File: config.mk
export PLATFORM = sky130hd
export DESIGN_NAME = flpm_cfg
export DESIGN_NICKNAME = d
export VERILOG_FILES = /design/src/rtl/flpm_pkg.sv /design/src/rtl/flpm_cfg.sv
export SDC_FILE = /design/constraint.sdc
export NUM_CORES = 1
export LEC_CHECK = 0
export BUFFER_PORTS_ARGS = -buffer_cell sky130_fd_sc_hd__buf_4
export CELL_PAD_IN_SITES_DETAIL_PLACEMENT = 0
export CELL_PAD_IN_SITES_GLOBAL_PLACEMENT = 1
export CORE_MARGIN = 3
export CORE_UTILIZATION = 45
export DETAILED_ROUTE_END_ITERATION = 8
export MAX_ROUTING_LAYER = met4
export PLACE_DENSITY = 0.83
export SYNTH_ARGS = -nofsm -noshare
export SYNTH_HDL_FRONTEND = slang
export SYNTH_SLANG_ARGS = --single-unit
File: constraint.sdc
create_clock -name clk -period 1.15 [get_ports clk]
set_input_delay 0.23 -clock clk [delete_from_list [all_inputs] [get_ports clk]]
set_output_delay 0.23 -clock clk [all_outputs]
set_load 0.02 [all_outputs]
File: src/rtl/flpm_pkg.sv
// Shared types and constants of the four-lane rotating phasor mixer.
// No dependencies; imported by every module of the block.
package flpm_pkg;

    // Fixed sample width of the request and result payloads
    localparam int SAMPLE_W      = 16;
    // Default phasor fraction width (phasor is PHASOR_FRAC_W + 2 bits)
    localparam int PHASOR_FRAC_W = 16;
    localparam int NUM_LANES     = 4;
    localparam int NUM_REGS      = 8;
    localparam int CFG_IDX_W     = $clog2(NUM_REGS);

    // Configuration register map
    typedef enum logic [CFG_IDX_W-1:0] {
        REG_STEP_RE     = 3'd0,
        REG_STEP_IM     = 3'd1,
        REG_LANE1_RE    = 3'd2,
        REG_LANE1_IM    = 3'd3,
        REG_LANE2_RE    = 3'd4,
        REG_LANE2_IM    = 3'd5,
        REG_LANE3_RE    = 3'd6,
        REG_LANE3_IM    = 3'd7
    } cfg_idx_t;

    // Four consecutive complex input samples
    typedef struct packed {
        logic signed [SAMPLE_W-1:0] in0_re;
        logic signed [SAMPLE_W-1:0] in0_im;
        logic signed [SAMPLE_W-1:0] in1_re;
        logic signed [SAMPLE_W-1:0] in1_im;
        logic signed [SAMPLE_W-1:0] in2_re;
        logic signed [SAMPLE_W-1:0] in2_im;
        logic signed [SAMPLE_W-1:0] in3_re;
        logic signed [SAMPLE_W-1:0] in3_im;
    } mix_in_t;

    // Four mixed complex output samples
    typedef struct packed {
        logic signed [SAMPLE_W-1:0] out0_re;
        logic signed [SAMPLE_W-1:0] out0_im;
        logic signed [SAMPLE_W-1:0] out1_re;
        logic signed [SAMPLE_W-1:0] out1_im;
        logic signed [SAMPLE_W-1:0] out2_re;
        logic signed [SAMPLE_W-1:0] out2_im;
        logic signed [SAMPLE_W-1:0] out3_re;
        logic signed [SAMPLE_W-1:0] out3_im;
    } mix_out_t;

    // Control from the register file to the lanes
    typedef struct packed {
        logic reload;
    } cfg_ctl_t;

endpackage

File: src/rtl/flpm_cfg.sv
// Configuration register file: step phasor and start phasors of lanes 1..3.
// Depends on flpm_pkg. Flags a phasor reload in the cycle after any write.
module flpm_cfg import flpm_pkg::*;
#(
    parameter int PHASOR_FRAC_BITS = PHASOR_FRAC_W
)
(
    input  logic                             clk,
    input  logic                             rst_n,
    input  logic                             wr_en,
    input  logic [CFG_IDX_W-1:0]             wr_index,
    input  logic signed [PHASOR_FRAC_BITS+1:0] wr_data,
    output logic signed [PHASOR_FRAC_BITS+1:0] step_re,
    output logic signed [PHASOR_FRAC_BITS+1:0] step_im,
    output logic signed [PHASOR_FRAC_BITS+1:0] start_re [1:NUM_LANES-1],
    output logic signed [PHASOR_FRAC_BITS+1:0] start_im [1:NUM_LANES-1],
    output cfg_ctl_t                         ctl
);

    localparam int PW = PHASOR_FRAC_BITS + 2;
    localparam logic signed [PW-1:0] PH_ONE = PW'(1) <<< PHASOR_FRAC_BITS;

    logic signed [PW-1:0] step_re_reg, step_re_next;
    logic signed [PW-1:0] step_im_reg, step_im_next;
    logic signed [PW-1:0] start_re_reg  [1:NUM_LANES-1];
    logic signed [PW-1:0] start_re_next [1:NUM_LANES-1];
    logic signed [PW-1:0] start_im_reg  [1:NUM_LANES-1];
    logic signed [PW-1:0] start_im_next [1:NUM_LANES-1];
    logic                 reload_reg;

    always_comb
    begin
        step_re_next  = step_re_reg;
        step_im_next  = step_im_reg;
        start_re_next = start_re_reg;
        start_im_next = start_im_reg;
        if (wr_en)
        begin
            case (cfg_idx_t'(wr_index))
                REG_STEP_RE:  step_re_next     = wr_data;
                REG_STEP_IM:  step_im_next     = wr_data;
                REG_LANE1_RE: start_re_next[1] = wr_data;
                REG_LANE1_IM: start_im_next[1] = wr_data;
                REG_LANE2_RE: start_re_next[2] = wr_data;
                REG_LANE2_IM: start_im_next[2] = wr_data;
                REG_LANE3_RE: start_re_next[3] = wr_data;
                REG_LANE3_IM: start_im_next[3] = wr_data;
                default:      step_re_next     = step_re_reg;
            endcase
        end
    end

    always_ff @(posedge clk or negedge rst_n)
    begin
        if (!rst_n)
        begin
            step_re_reg <= PH_ONE;
            step_im_reg <= '0;
            for (int k = 1; k < NUM_LANES; k++)
            begin
                start_re_reg[k] <= PH_ONE;
                start_im_reg[k] <= '0;
            end
            reload_reg <= 1'b0;
        end
        else
        begin
            step_re_reg  <= step_re_next;
            step_im_reg  <= step_im_next;
            start_re_reg <= start_re_next;
            start_im_reg <= start_im_next;
            reload_reg   <= wr_en;
        end
    end

    assign step_re    = step_re_reg;
    assign step_im    = step_im_reg;
    assign start_re   = start_re_reg;
    assign start_im   = start_im_reg;
    assign ctl.reload = reload_reg;

endmodule

# After elaboration in Yosys (flattened, before gate mapping)
# Cells that the tools add are included.
# totals
register_bits	145
out_inout_bits	145
input_bits	24
# op_classes
reduce_logical	9
eq_ne	7
# op_table
op	count
AND reduction 2 bit	8
equality test 3 bit, second input constant	4
equality test 3 x 2 -> 1 bit, second input constant	2
equality test 3 x 1 -> 1 bit, second input constant	1
logical NOT 3 bit	1

# Depth between registers and ports, before layout
# depth
word_depth	2
ltp_mapped	5
depth_no_buf	2

# Worst setup path after synthesis
# OpenSTA, ideal clock, no wires.
# synth_path
path_kind	input-to-reg
from	in wr_index[1]
to	reg step_re_reg[0], in the netlist step_re[0]
path_buffers	2
setup_time_ns	0.125
arrival_ns	1.388
setup_slack_ns	-0.363
path_stages	4
cell_sequence	buf_6 nor4b_4 buf_8 mux2_4
# synth_between
elab_chain_cells	2
# synth_lines
element	line	source
start: declaration	flpm_cfg.sv:11	input logic [CFG_IDX_W-1:0] wr_index,
logical NOT 3 bit	flpm_cfg.sv:39	case (cfg_idx_t'(wr_index))
AND reduction 2 bit (no line)	n/a	
end signal: assignment	flpm_cfg.sv:68	step_re_reg <= step_re_next;
end: declaration	flpm_cfg.sv:23	logic signed [PW-1:0] step_re_reg, step_re_next;
# No other way between the ends.
# A chain may end at the register's enable or synchronous reset.

# Final worst setup path
# layout_path
from	reg step_re_reg[16], in the netlist step_re[16]
to	out step_re[16]
# layout_lines
element	line	source
end: declaration	flpm_cfg.sv:13	output logic signed [PHASOR_FRAC_BITS+1:0] step_re,
# No word-level cell between the ends.

==> impl_metrics.csv <==
group,metric,value,unit
sta,slew_violations,0,
drt,vias,3704,
placement,io_buffer_count,168,
worst_setup_path,slowest_stage,"dfstp_2",
sta,min_period,1.31,ns
drt,drtPass1Iterations,4,
sta,tightest_slew,0.401,ns
synth,synth_area_per_cell,17.7,um^2
grt,grt_pass1_wl,22900,um
cts,cts_tree,"built",
worst_setup_path,start_kind,"flip-flop",
drt,ant_nets,0,
finish,drive_gt1_frac,0.753,
worst_setup_path,cpLargestDelayFamily,"flip-flops",
placement,placed_cells,634,
synth,yosysTopAreaCell,"dfrtp_1",
hold_path,min-delay-start,"wr_data[3]",
die,io_pins,169,
drt,viasPerCell,5.07,
placement,pre_cts_ws,-0.299,ns
cts,clock_sinks,145,
worst_setup_path,crit_path_end_kind,"output port",
die,dieHeight,117,um
finish,nets,599,
synth,ys_types,13,
synth,syn_area,5520,um^2
drt,wl_per_cell,20.9,um
finish,final_cells,731,
synth,synthCells,312,
synth,synthDominantCellAreaShare,0.639,
hold_path,hp-class,"primary input to flip-flop",
sta,period_share,1.14,
sta,fin_ws,-0.163,ns
worst_setup_path,worstPathRequired,0.92,ns
grt,grt_pass1_vias,3944,
worst_setup_path,crit_path_start,"step_re[16]$_DFFE_PN1P_",
die,fp.coreArea,11700,um^2
synth,synthTopCellsByArea,"dfrtp_1 (64%), mux2_2 (27%), mux2_4 (2.7%)",
worst_setup_path,path_class,"flip-flop to output port",
drt,drc_errors,0,
finish,antenna_cells,0,
sta,fin_skew,0,ns
synth,synth-seq-cells,145,
cts,cts_root_buffer,"clkbuf_16",
sta,max_slew_margin,0.733,
sta,setup_violations,144,
placement,gp_congestion,0.787,
pwr,vdd_ir_drop_max,0.00128,V
cts,htree_levels,4,
worst_setup_path,reg2reg_from,"start_re[45]$_DFFE_PN0P_",
worst_setup_path,crit_chain,"buf_6",
die,initial_core_util,0.472,
synth,ys_seq_area_frac,0.658,
synth,yosysWarningCount,0,
placement,dp.final_hpwl,10000,um
run_status,violations,"setup timing",
die,num_rows,39,
die,dieArea,13600,um^2
pwr,leakagePower,4.35,nW
worst_setup_path,path_buf_inv,1,
grt,overflow,0,
sta,hold_viol,0,
worst_setup_path,worst_ep_arrival_time,1.08,ns
cts,clkLatencyLatePin,0.41,ns
worst_setup_path,crit_path_max_fanout,2,
run_status,outcome,"finished with violations",
drt,drtIter0Drc,197,
worst_setup_path,max_stage_delay,0.55,ns
die,die_w,117,um
flow_run,drv_cap,0,
drt,drt_wl_total,15300,um
synth,synth_nets,336,
finish,area_delta_synth_final,63.2,%
pwr,cellPowerDensity,2090,nW/um^2
sta,fmax,761,MHz
grt,grt_usage,0.237,
grt,grt_max_degree,39,
cts,clkSlewWorstSetupHoldPaths,0.06,ns
grt,antenna_found_initial,0,
sta,grt_setup_unrepaired,"yes",
cts,numCtsBuffers,17,
cts,clockBufferDepth,2,
-- where the power goes --
| part | internal (W) | switching, W | total (W) |
|---|---|---|---|
| combinational | 0.00387 | 0.00277 | 0.00664 |
| sequential | 0.00626 | 0.000889 | 0.00715 |
| clock | 0.00306 | 0.00202 | 0.00508 |
-- per-layer routing --
layer / wire length [um] / track usage / vias up
met5: 0 / - / -
met1: 6700 / 0.316 / 1930
met3: 1050 / 0.0833 / 13
met2: 7340 / 0.349 / 124
li1: - / - / 1637
met4: 170 / 0.0673 / 0
-- through the flow --
stage	cell area (um^2)	setup TNS [ns]	hold slack (ns)	utilization	power, W
floorplan	5780	-18.50	-0.0656	-	0.00966
global placement	7420	-25.64	0.162	0.634	0.0121
detailed placement	7420	-28.59	0.163	0.634	0.0122
CTS	8880	-5.97	0.104	0.759	0.0187
global route	9010	-9.48	0.104	0.769	0.0197
finish	9010	-4.05	0.110	0.769	0.0189
-- cell type report --
| cell class | count | area [um^2] |
|---|---|---|
| Sequential cell | 145 | 3630 |
| Fill cell | 663 | 2700 |
| Timing Repair Buffer | 259 | 2660 |
| Multi-Input combinational cell | 152 | 1990 |
| Clock buffer | 21 | 460 |
| Tap cell | 143 | 179 |
| Clock inverter | 11 | 88.8 |
-- cell families (layout without fill, tap and decap cells) --
| kind of cell | Yosys count | count (layout) | synth area share |
|---|---|---|---|
| buf+inv | 15 | 291 | 0.0206 |
| flops | 145 | 145 | 0.658 |
| simple gates | 8 | 8 | 0.0211 |
| mux | 144 | 144 | 0.300 |
-- layout by cell type, fill, tap and decap left out, drive strengths merged --
cell,count
clkinv,8
clkbuf,21
bufinv,1
clkinvlp,2
dfrtp,141
mux2,144
buf,257
nor4bb,1
nand4,1
nand4b,3
dfstp,4
and4bb,2
nor4b,1
dlygate4sd3,2
-- cells in the mapped netlist (all sizes together) --
cell    count
nand4b      3
dfrtp     141
nor4bb      1
dfstp       4
nand4       1
buf        15
mux2      144
nor4b       1
and4bb      2
-- timing repair --
item / in CTS / in global routing
endpoints found under the setup margin: 145 / 145
hold endpoints to repair: 27 / 0
setup buffers: 46 / 17
hold buffers: 2 / 0
resized for setup: 145 / 0
gates cloned: 0 / 0
-- worst paths after layout --
path / to / slack, ns / cells after the start
worst max-delay path: step_re[16] / -0.16 / 1
worst min-delay path: step_im[3]$_DFFE_PN0P_ / 0.11 / 2
min in group asynchronous: start_im[32]$_DFFE_PN0P_ / 0.29 / 2
worst max register to register: start_re[45]$_DFFE_PN0P_ / 0.12 / 3
max in group asynchronous: start_re[27]$_DFFE_PN0P_ / 0.35 / 3
worst min register to register: start_re[11]$_DFFE_PN0P_ / 0.53 / 1
Power figures use the tool's default switching activity.
